## src/hdl/pmsc_pkg.sv

```systemverilog
package pmsc_pkg;

  // sequencer states: idle, five product steps on the one shared multiply, a last accumulate, finish
  typedef enum logic [2:0] {
    ST_IDLE,
    ST_M1,
    ST_M2,
    ST_M3,
    ST_M4,
    ST_M5,
    ST_M6,
    ST_FIN
  } state_t;

  // configuration port
  localparam int CFG_IDX_W  = 3;
  localparam int CFG_DATA_W = 31;

  localparam logic [CFG_IDX_W-1:0] CFG_KP        = 3'd0;
  localparam logic [CFG_IDX_W-1:0] CFG_KI        = 3'd1;
  localparam logic [CFG_IDX_W-1:0] CFG_KD        = 3'd2;
  localparam logic [CFG_IDX_W-1:0] CFG_ILIMIT    = 3'd3;
  localparam logic [CFG_IDX_W-1:0] CFG_STIME     = 3'd4;
  localparam logic [CFG_IDX_W-1:0] CFG_SRATE     = 3'd5;

  // register reset values
  localparam logic [15:0] KP_RST     = 16'd256;
  localparam logic [15:0] KI_RST     = 16'd0;
  localparam logic [15:0] KD_RST     = 16'd0;
  localparam logic [30:0] ILIMIT_RST = 31'd268435456;
  localparam logic [15:0] STIME_RST  = 16'd1311;
  localparam logic [13:0] SRATE_RST  = 14'd50;

  // |target| at or below this is the pwm deadband (0.1 in Q4.12)
  localparam logic signed [15:0] DEADBAND = 16'sd409;

  // shared multiplier: signed 33 x signed 17
  localparam int MUL_A_W = 33;
  localparam int MUL_B_W = 17;
  localparam int PROD_W  = MUL_A_W + MUL_B_W;
  localparam int ACC_W   = PROD_W + 1;

endpackage

```

## src/hdl/pmsc_if.sv

```systemverilog
interface pmsc_in_if;
  logic               valid;
  logic               ready;
  logic signed [15:0] target_velocity;
  logic signed [15:0] measured_velocity;

  modport source (output valid, output target_velocity, output measured_velocity,
                  input ready);
  modport sink   (input valid, input target_velocity, input measured_velocity,
                  output ready);
endinterface

interface pmsc_out_if;
  logic               valid;
  logic               ready;
  logic        [7:0]  pwm_duty;
  logic               forward;
  logic signed [15:0] control_output;

  modport source (output valid, output pwm_duty, output forward, output control_output,
                  input ready);
  modport sink   (input valid, input pwm_duty, input forward, input control_output,
                  output ready);
endinterface

```

## src/hdl/pid_motor_speed_controller_unit.sv

```systemverilog
// channel   | dir | payload                                         | handshake
// ----------+-----+-------------------------------------------------+------------
// in_ch     | in  | target_velocity, measured_velocity (Q4.12)      | valid/ready
// out_ch    | out | pwm_duty, forward, control_output (Q4.12)       | valid/ready
// cfg       | in  | cfg_we, cfg_index, cfg_wdata                    | write enable
//
// an item goes through accept, five products on the one shared 33x17 multiplier,
// a last accumulate, and a finish step that saturates, scales and loads the result
// in_ch.ready is high only while the sequencer sits idle
// the result sits in an output register, so the next item is taken while it waits;
// the finish step holds while an earlier result is still not taken
// synchronous active-low reset loads the default configuration and clears control and pid state
module pid_motor_speed_controller_unit (
  input  logic                           clk,
  input  logic                           rst_n,
  pmsc_in_if.sink                        in_ch,
  pmsc_out_if.source                     out_ch,
  input  logic                           cfg_we,
  input  logic [pmsc_pkg::CFG_IDX_W-1:0]  cfg_index,
  input  logic [pmsc_pkg::CFG_DATA_W-1:0] cfg_wdata
);
  import pmsc_pkg::*;

  // sequencer
  state_t state_r, state_nxt;

  // configuration registers
  logic [15:0] kp_r, ki_r, kd_r, stime_r;
  logic [30:0] ilimit_r;
  logic [13:0] srate_r;

  // pid state
  logic signed [16:0] prev_r;      // error of the last item, Q4.12
  logic signed [31:0] isum_r;      // clamped integral, Q4.28

  // per-item working registers
  logic signed [15:0]      t_r;
  logic signed [16:0]      e_r;
  logic signed [33:0]      iraw_r;   // integral before the clamp
  logic signed [31:0]      deriv_r;  // (e - prev) * rate, Q.12
  logic signed [PROD_W-1:0] prod_r;
  logic signed [ACC_W-1:0]  acc_r;   // pid sum, Q.20

  // output register
  logic               out_valid_r;
  logic [7:0]         pwm_r;
  logic               fwd_r;
  logic signed [15:0] ctl_r;

  // control
  logic accept;
  logic fin_go;
  logic signed [MUL_A_W-1:0] mul_a;
  logic signed [MUL_B_W-1:0] mul_b;
  logic signed [PROD_W-1:0]  mul_p;

  assign accept = in_ch.valid && in_ch.ready;

  // ---------------------------------------------------------------------------
  // next state
  // ---------------------------------------------------------------------------
  always_comb begin
    state_nxt = state_r;
    unique case (state_r)
      ST_IDLE: if (accept) state_nxt = ST_M1;
      ST_M1:   state_nxt = ST_M2;
      ST_M2:   state_nxt = ST_M3;
      ST_M3:   state_nxt = ST_M4;
      ST_M4:   state_nxt = ST_M5;
      ST_M5:   state_nxt = ST_M6;
      ST_M6:   state_nxt = ST_FIN;
      ST_FIN:  if (fin_go) state_nxt = ST_IDLE;
      default: state_nxt = ST_IDLE;
    endcase
  end

  // ---------------------------------------------------------------------------
  // sequencer outputs: ready, finish enable and multiplier operand select
  // ---------------------------------------------------------------------------
  always_comb begin
    in_ch.ready = 1'b0;
    fin_go      = 1'b0;
    mul_a       = '0;
    mul_b       = '0;
    unique case (state_r)
      ST_IDLE: in_ch.ready = 1'b1;
      // e * sample_time, integral increment
      ST_M1: begin
        mul_a = MUL_A_W'(e_r);
        mul_b = {1'b0, stime_r};
      end
      // (e - prev) * sample_rate, derivative
      ST_M2: begin
        mul_a = MUL_A_W'(18'(e_r) - 18'(prev_r));
        mul_b = MUL_B_W'({3'b000, srate_r});
      end
      // kp * e
      ST_M3: begin
        mul_a = MUL_A_W'(e_r);
        mul_b = {1'b0, kp_r};
      end
      // ki * clamped integral
      ST_M4: begin
        mul_a = MUL_A_W'(isum_r);
        mul_b = {1'b0, ki_r};
      end
      // kd * derivative
      ST_M5: begin
        mul_a = MUL_A_W'(deriv_r);
        mul_b = {1'b0, kd_r};
      end
      ST_M6: ;
      ST_FIN: fin_go = !out_valid_r || out_ch.ready;
      default: ;
    endcase
  end

  // the one shared multiplier, registered into prod_r
  assign mul_p = mul_a * mul_b;

  // ---------------------------------------------------------------------------
  // integral clamp
  // ---------------------------------------------------------------------------
  logic signed [33:0] lim_pos, lim_neg;
  logic signed [31:0] iclamp;

  assign lim_pos = $signed({3'b000, ilimit_r});
  assign lim_neg = -lim_pos;

  always_comb begin
    priority if (iraw_r > lim_pos) begin
      iclamp = lim_pos[31:0];
    end else if (iraw_r < lim_neg) begin
      iclamp = lim_neg[31:0];
    end else begin
      iclamp = iraw_r[31:0];
    end
  end

  // ---------------------------------------------------------------------------
  // finish: floor to Q4.12, saturate, direction, duty scale and deadband
  // ---------------------------------------------------------------------------
  logic signed [ACC_W-1:0] acc_sh;
  logic signed [15:0]      o_sat, o_dir;
  logic                    fwd_c;
  logic [22:0]             scaled;
  logic [10:0]             duty_q;
  logic [7:0]              pwm_c;

  assign acc_sh = acc_r >>> 8;

  always_comb begin
    priority if (acc_sh > ACC_W'(32767)) begin
      o_sat = 16'sh7fff;
    end else if (acc_sh < -ACC_W'(32768)) begin
      o_sat = 16'sh8000;
    end else begin
      o_sat = acc_sh[15:0];
    end
  end

  always_comb begin
    fwd_c = t_r > 16'sd0;
    priority if (fwd_c) begin
      o_dir = o_sat;
    end else if (o_sat == 16'sh8000) begin
      o_dir = 16'sh7fff;   // negating the most negative value saturates
    end else begin
      o_dir = -o_sat;
    end
  end

  // o * 255 / 4096 as (o << 8) - o, then a shift
  assign scaled = {o_dir[14:0], 8'h00} - {8'h00, o_dir[14:0]};
  assign duty_q = scaled[22:12];

  always_comb begin
    priority if (o_dir <= 16'sd0) begin
      pwm_c = 8'd0;
    end else if (t_r <= DEADBAND && t_r >= -DEADBAND) begin
      pwm_c = 8'd0;
    end else if (duty_q > 11'd255) begin
      pwm_c = 8'd255;
    end else begin
      pwm_c = duty_q[7:0];
    end
  end

  // ---------------------------------------------------------------------------
  // control and state registers
  // ---------------------------------------------------------------------------
  always_ff @(posedge clk) begin
    if (!rst_n) begin
      state_r     <= ST_IDLE;
      out_valid_r <= 1'b0;
      kp_r        <= KP_RST;
      ki_r        <= KI_RST;
      kd_r        <= KD_RST;
      ilimit_r    <= ILIMIT_RST;
      stime_r     <= STIME_RST;
      srate_r     <= SRATE_RST;
      prev_r      <= '0;
      isum_r      <= '0;
    end else begin
      state_r <= state_nxt;

      if (fin_go) begin
        out_valid_r <= 1'b1;
      end else if (out_ch.ready) begin
        out_valid_r <= 1'b0;
      end

      if (cfg_we) begin
        unique case (cfg_index)
          CFG_KP:     kp_r     <= cfg_wdata[15:0];
          CFG_KI:     ki_r     <= cfg_wdata[15:0];
          CFG_KD:     kd_r     <= cfg_wdata[15:0];
          CFG_ILIMIT: ilimit_r <= cfg_wdata;
          CFG_STIME:  stime_r  <= cfg_wdata[15:0];
          CFG_SRATE:  srate_r  <= cfg_wdata[13:0];
          default: ;  // writes past the register list are dropped
        endcase
      end

      // pid state moves once the derivative has used the old error
      if (state_r == ST_M3) begin
        prev_r <= e_r;
        isum_r <= iclamp;
      end
    end
  end

  // ---------------------------------------------------------------------------
  // datapath registers
  // ---------------------------------------------------------------------------
  always_ff @(posedge clk) begin
    prod_r <= mul_p;
    unique case (state_r)
      ST_IDLE: begin
        if (accept) begin
          t_r <= in_ch.target_velocity;
          e_r <= 17'(in_ch.target_velocity) - 17'(in_ch.measured_velocity);
        end
      end
      ST_M1: ;
      ST_M2: iraw_r <= 34'(isum_r) + 34'($signed(prod_r[32:0]));
      ST_M3: deriv_r <= prod_r[31:0];
      ST_M4: acc_r <= ACC_W'(prod_r);                  // kp * e
      ST_M5: acc_r <= acc_r + ACC_W'(prod_r >>> 16);   // ki term floored to Q.20
      ST_M6: acc_r <= acc_r + ACC_W'(prod_r);          // kd * derivative
      ST_FIN: begin
        if (fin_go) begin
          pwm_r <= pwm_c;
          fwd_r <= fwd_c;
          ctl_r <= o_dir;
        end
      end
      default: ;
    endcase
  end

  assign out_ch.valid          = out_valid_r;
  assign out_ch.pwm_duty       = pwm_r;
  assign out_ch.forward        = fwd_r;
  assign out_ch.control_output = ctl_r;

`ifndef SYNTHESIS
  // a new result only comes out of the finish step
  a_result_from_fin: assert property (@(posedge clk) disable iff (!rst_n)
    $rose(out_valid_r) |-> $past(state_r) == ST_FIN)
    else $error("result raised outside the finish step");

  // an accepted item starts the multiply sequence
  a_accept_starts: assert property (@(posedge clk) disable iff (!rst_n)
    accept |=> state_r == ST_M1)
    else $error("accepted item did not start the sequence");

  // the finish step waits while the previous result is not taken
  a_fin_holds: assert property (@(posedge clk) disable iff (!rst_n)
    state_r == ST_FIN && out_valid_r && !out_ch.ready |=> state_r == ST_FIN)
    else $error("finish step overwrote a waiting result");

  // a nonzero duty only comes with a positive output
  a_pwm_sign: assert property (@(posedge clk) disable iff (!rst_n)
    out_valid_r && pwm_r != 8'd0 |-> ctl_r > 16'sd0)
    else $error("nonzero duty with a non-positive output");
`endif

endmodule

```

## src/flat_wrapper.sv

```systemverilog
// flat-port wrapper written by rule: the top's interface ports become plain ports
module pid_motor_speed_controller_unit_flat import pmsc_pkg::*;
  (clk, rst_n, cfg_we, cfg_index, cfg_wdata, in_ch_valid, in_ch_target_velocity, in_ch_measured_velocity, in_ch_ready, out_ch_valid, out_ch_pwm_duty, out_ch_forward, out_ch_control_output, out_ch_ready);
  pmsc_in_if in_ch_i ();
  pmsc_out_if out_ch_i ();
  input  logic clk;
  input  logic rst_n;
  input  logic cfg_we;
  input  logic [pmsc_pkg::CFG_IDX_W-1:0] cfg_index;
  input  logic [pmsc_pkg::CFG_DATA_W-1:0] cfg_wdata;
  input wire logic [$bits(in_ch_i.valid)-1:0] in_ch_valid;
  input wire logic [$bits(in_ch_i.target_velocity)-1:0] in_ch_target_velocity;
  input wire logic [$bits(in_ch_i.measured_velocity)-1:0] in_ch_measured_velocity;
  output wire logic [$bits(in_ch_i.ready)-1:0] in_ch_ready;
  output wire logic [$bits(out_ch_i.valid)-1:0] out_ch_valid;
  output wire logic [$bits(out_ch_i.pwm_duty)-1:0] out_ch_pwm_duty;
  output wire logic [$bits(out_ch_i.forward)-1:0] out_ch_forward;
  output wire logic [$bits(out_ch_i.control_output)-1:0] out_ch_control_output;
  input wire logic [$bits(out_ch_i.ready)-1:0] out_ch_ready;
  assign in_ch_i.valid = in_ch_valid;
  assign in_ch_i.target_velocity = in_ch_target_velocity;
  assign in_ch_i.measured_velocity = in_ch_measured_velocity;
  assign in_ch_ready = in_ch_i.ready;
  assign out_ch_valid = out_ch_i.valid;
  assign out_ch_pwm_duty = out_ch_i.pwm_duty;
  assign out_ch_forward = out_ch_i.forward;
  assign out_ch_control_output = out_ch_i.control_output;
  assign out_ch_i.ready = out_ch_ready;
  pid_motor_speed_controller_unit u_core (.clk(clk), .rst_n(rst_n), .in_ch(in_ch_i), .out_ch(out_ch_i), .cfg_we(cfg_we), .cfg_index(cfg_index), .cfg_wdata(cfg_wdata));
endmodule
```

## config.mk

```make
export PLATFORM = sky130hd
export DESIGN_NAME = pid_motor_speed_controller_unit_flat
export DESIGN_NICKNAME = d
export VERILOG_FILES = /design/src/hdl/pmsc_pkg.sv /design/src/hdl/pmsc_if.sv /design/src/hdl/pid_motor_speed_controller_unit.sv /design/src/flat_wrapper.sv
export SDC_FILE = /design/constraint.sdc
export NUM_CORES = 2
export LEC_CHECK = 0
export ABC_CLOCK_PERIOD_IN_PS = 19000
export CAP_MARGIN = 20
export CORE_AREA = 4 4 273 275
export CTS_BUF_LIST = sky130_fd_sc_hd__clkbuf_4 sky130_fd_sc_hd__clkbuf_8
export CTS_CLUSTER_DIAMETER = 50
export DETAILED_ROUTE_END_ITERATION = 10
export DIE_AREA = 0 0 277 279
export DONT_BUFFER_PORTS = 1
export HOLD_SLACK_MARGIN = 0.08
export PLACE_DENSITY = 0.75
export SLEW_MARGIN = 40
export SYNTH_ARGS = -nofsm -noshare
export SYNTH_HDL_FRONTEND = slang
export SYNTH_SLANG_ARGS = --single-unit
```

## constraint.sdc

```tcl
create_clock -name clk -period 19 [get_ports clk]
set_input_delay 0 -clock clk [delete_from_list [all_inputs] [get_ports clk]]
set_output_delay 0 -clock clk [all_outputs]
set_load 0.005 [all_outputs]
```

==> results.json <==
{
  "outcome": "finished, final reports clean",
  "cp_common_cell": "fa_1",
  "critPathRequiredTime_ns": 19.53,
  "nets": 5913,
  "final.setup.tns_ns": 0,
  "critPathBufInv": 6,
  "finalCritPeriodShare_pct": 56.28,
  "cp_top_family": "adder cells",
  "synth_xor_area_share_pct": 3.189,
  "whs_endpoint": "u_core.ki_r[15]",
  "start_util_pct": 59.23,
  "die-area_um2": 77280,
  "worst_pin_slew_ns": 0.9309,
  "post_synth_main_area_contributors": "fa_1 (23%), edfxtp_1 (12%), dfxtp_1 (9.9%), ha_1 (9.1%), inv_1 (6.6%)",
  "vias": 36730,
  "grt_util_all_layers_pct": 32.85,
  "ys_seq_elements": 387,
  "r2r-end": "u_core.prod_r[48]",
  "path_clk_slew_ns": 0.06,
  "layout_common_cells": "inv_1 (750), nand2_1 (701), fa_1 (496), a21oi_1 (384), o21ai_0 (342)",
  "dpl.hpwl_mm": 95.12,
  "fmax_mhz": 93.51,
  "grt_max_degree": 152,
  "cts_tree": "yes",
  "insertion_delay_ns": 0.70,
  "area_growth_pct": 8.967,
  "grt.overflow.total": 0,
  "synth_fa_ha_area_share_pct": 32.27,
  "cp_slowest_cell": "dfxtp_4",
  "yosys_warnings": 0,
  "first_pass_iters": 9,
  "core_um2": 72340,
  "ctsRootBufferMaster": "clkbuf_8",
  "die_w_um": 277,
  "htree_levels": 3,
  "placement.io_buffers": 0,
  "min_from": "cfg_we",
  "grt_pass1_wl_mm": 202.1,
  "rows": 99,
  "r2r_start": "u_core.state_r[0]",
  "synthArstFlopShare_pct": 0,
  "grt_pass1_vias": 36500,
  "clk_path_buf_depth": 3,
  "via_per_inst": 6.070,
  "synth_nets": 5872,
  "p_per_area_nw_per_um2": 49.98,
  "hp-class": "input pin to register",
  "hold_violations": 0,
  "synth_top_cell_by_area": "fa_1",
  "synthFlopType": "dfxtp_1",
  "cts_buffers": 69,
  "crit_type": "register to register",
  "ant_nets": 0,
  "arrival_ns": 11.23,
  "synthCells": 4994,
  "io-pin-count": 98,
  "synth_edf_count": 175,
  "place_congestion": 0.9985,
  "p_leak_nw": 20.79,
  "drt_iter0_markers": 4048,
  "maxSlewHeadroom_pct": 37.94,
  "synth-seq-area-share_pct": 22.17,
  "synth.distinct_cells": 97,
  "dp_slack_ns": 8.480,
  "synth-compound-area-share_pct": 16.29,
  "synth_top_family_by_area": "adder cells",
  "setup_slack_ns": 8.306,
  "synth_top_area_share_pct": 23.22,
  "layout_commonest_cell": "inv_1",
  "synth.area.mux_share_pct": 2.447,
  "rr_worst_depth": 30,
  "cts_sinks": 387,
  "drv_slew": 0,
  "syn-cell-area_um2": 42850,
  "max_stage_delay_ns": 0.72,
  "start_kind": "register",
  "syn_avg_cell_area_um2": 8.580,
  "cap_viol_max_count": 0,
  "cp_max_fo": 39,
  "worstSetupEndpointType": "register",
  "yosys.area_share.simple_pct": 14.97,
  "finalSetupViolations": 0,
  "wl_mm": 127.4,
  "min_period_ns": 10.69,
  "worstHoldPathCells": 3,
  "antenna_found_initial": 4,
  "rsz0062_at_grt": "no",
  "drc": 0,
  "ir_drop_v": 0.00007003,
  "reg2reg_slack_ns": 8.31,
  "die_h_um": 279,
  "post_drt_wl_per_cell_um": 21.05,
  "skew_ns": 0.07211,
  "layout-drive-gt1-share_pct": 5.756
}
what timing repair did:
item	CTS	global route
buffers inserted	0	0
gates resized for setup	0	0
hold buffers	141	0
hold endpoints to repair	198	0
how the worst max path moves through the flow:
stage	from	endpoint	slack [ns]	depth (start not counted)
2_1_floorplan	u_core.state_r[1]	u_core.prod_r[48]	9.86	32
3_3_place_gp	u_core.e_r[0]	u_core.prod_r[48]	8.55	36
3_5_place_dp	u_core.state_r[0]	u_core.prod_r[48]	8.48	30
4_1_cts	u_core.state_r[0]	u_core.prod_r[48]	8.49	30
5_1_grt	u_core.state_r[0]	u_core.prod_r[48]	7.77	30
6_report	u_core.state_r[0]	u_core.prod_r[48]	8.31	30
layout make-up:
type                            instances  area, um^2
Multi-Input combinational cell       3621       29760
Fill cell                            5958       25650
Sequential cell                       387        9503
Inverter                              756        2839
Timing Repair Buffer                  200        1864
Clock buffer                           99        1219
Tap cell                              959        1200
Clock inverter                         27       304.0
Antenna cell                            2       5.005
report_power, final:
part           internal [W]  switching, W  leakage, nW  total (W)
Sequential         0.000903     0.0000450         3.36   0.000948
Clock              0.000478      0.000381        0.792   0.000860
Combinational      0.000204      0.000321         16.6   0.000526
per-layer routing:
layer / GRT usage, % / up-vias / share of wire [%]
li1: - / 16720 / -
met3: 8.161 / 378 / 12
met5: 0 / - / 0
met2: 50.50 / 1989 / 43
met4: 13.36 / 0 / 4.7
met1: 44.99 / 17640 / 40
synth_stat cells (23+ instances only):
cell type  instances
nand2b_1          38
xnor2_1          114
a21oi_1          384
nand2_1          702
nor2b_1           61
inv_1            751
nor3_1            84
o21a_1            29
and3_1            36
mux2i_1           62
edfxtp_1         175
o21ai_0          349
a31oi_1           28
nor3b_1           23
a21boi_0          26
clkbuf_1         210
a211oi_1          25
o21bai_1          26
fa_1             497
dfxtp_1          212
ha_1             310
nand3_1           77
and2_1            25
xor2_1            42
o211ai_1          23
a21o_1           105
nor2_1           226
mux2_2            38
nand4_1           39
state kept, by name, summed over array words and instances, names as in the netlist, 16 cells and up:
| register | count |
|---|---|
| u_core.kd_r | 16 |
| u_core.stime_r | 16 |
| u_core.kp_r | 16 |
| u_core.prev_r | 17 |
| u_core.iraw_r | 34 |
| u_core.out_ch.control_output | 16 |
| u_core.e_r | 17 |
| u_core.deriv_r | 32 |
| u_core.ilimit_r | 31 |
| u_core.isum_r | 32 |
| u_core.t_r | 16 |
| u_core.ki_r | 16 |
| u_core.prod_r | 50 |
| u_core.acc_r | 51 |
stage by stage:
step	util (%)	total power (W)	area [um^2]	hold WS, ns	instances
finish	64.54	0.002334	46690	0.1447	6051
global route	64.54	0.002441	46690	0.1594	6051
CTS	64.52	0.002324	46670	0.08180	6049
detailed placement	60.45	0.001437	43730	0.08841	5782
global placement	60.32	0.001425	43630	0.08447	5778
floorplan	-	0.001302	42850	0.09887	4994
worst register-to-register path, delay by kind of cell, from the launching register on:
| family | cells | cell delay, ns |
|---|---|---|
| xor gates and xnor gates | 1 | 0.14 |
| AOI/OAI and AO/OA | 8 | 2.09 |
| buffers and inverters | 6 | 1.28 |
| and+or+nand+nor | 8 | 2.90 |
| adders and majority gates | 7 | 3.43 |
| DFF | 1 | 0.72 |
logic make-up (layout without fill, tap and decap cells):
group / count (synthesis) / count (layout)
AOI/OAI and AO/OA: 1158 / 1158
adders and majority gates: 807 / 807
other: 0 / 2
xor gates and xnor gates: 156 / 156
DFF: 387 / 387
and+or+nand+nor: 1400 / 1400
buffers and inverters: 986 / 1082
muxes: 100 / 100
Power figures use the tool's default switching activity.
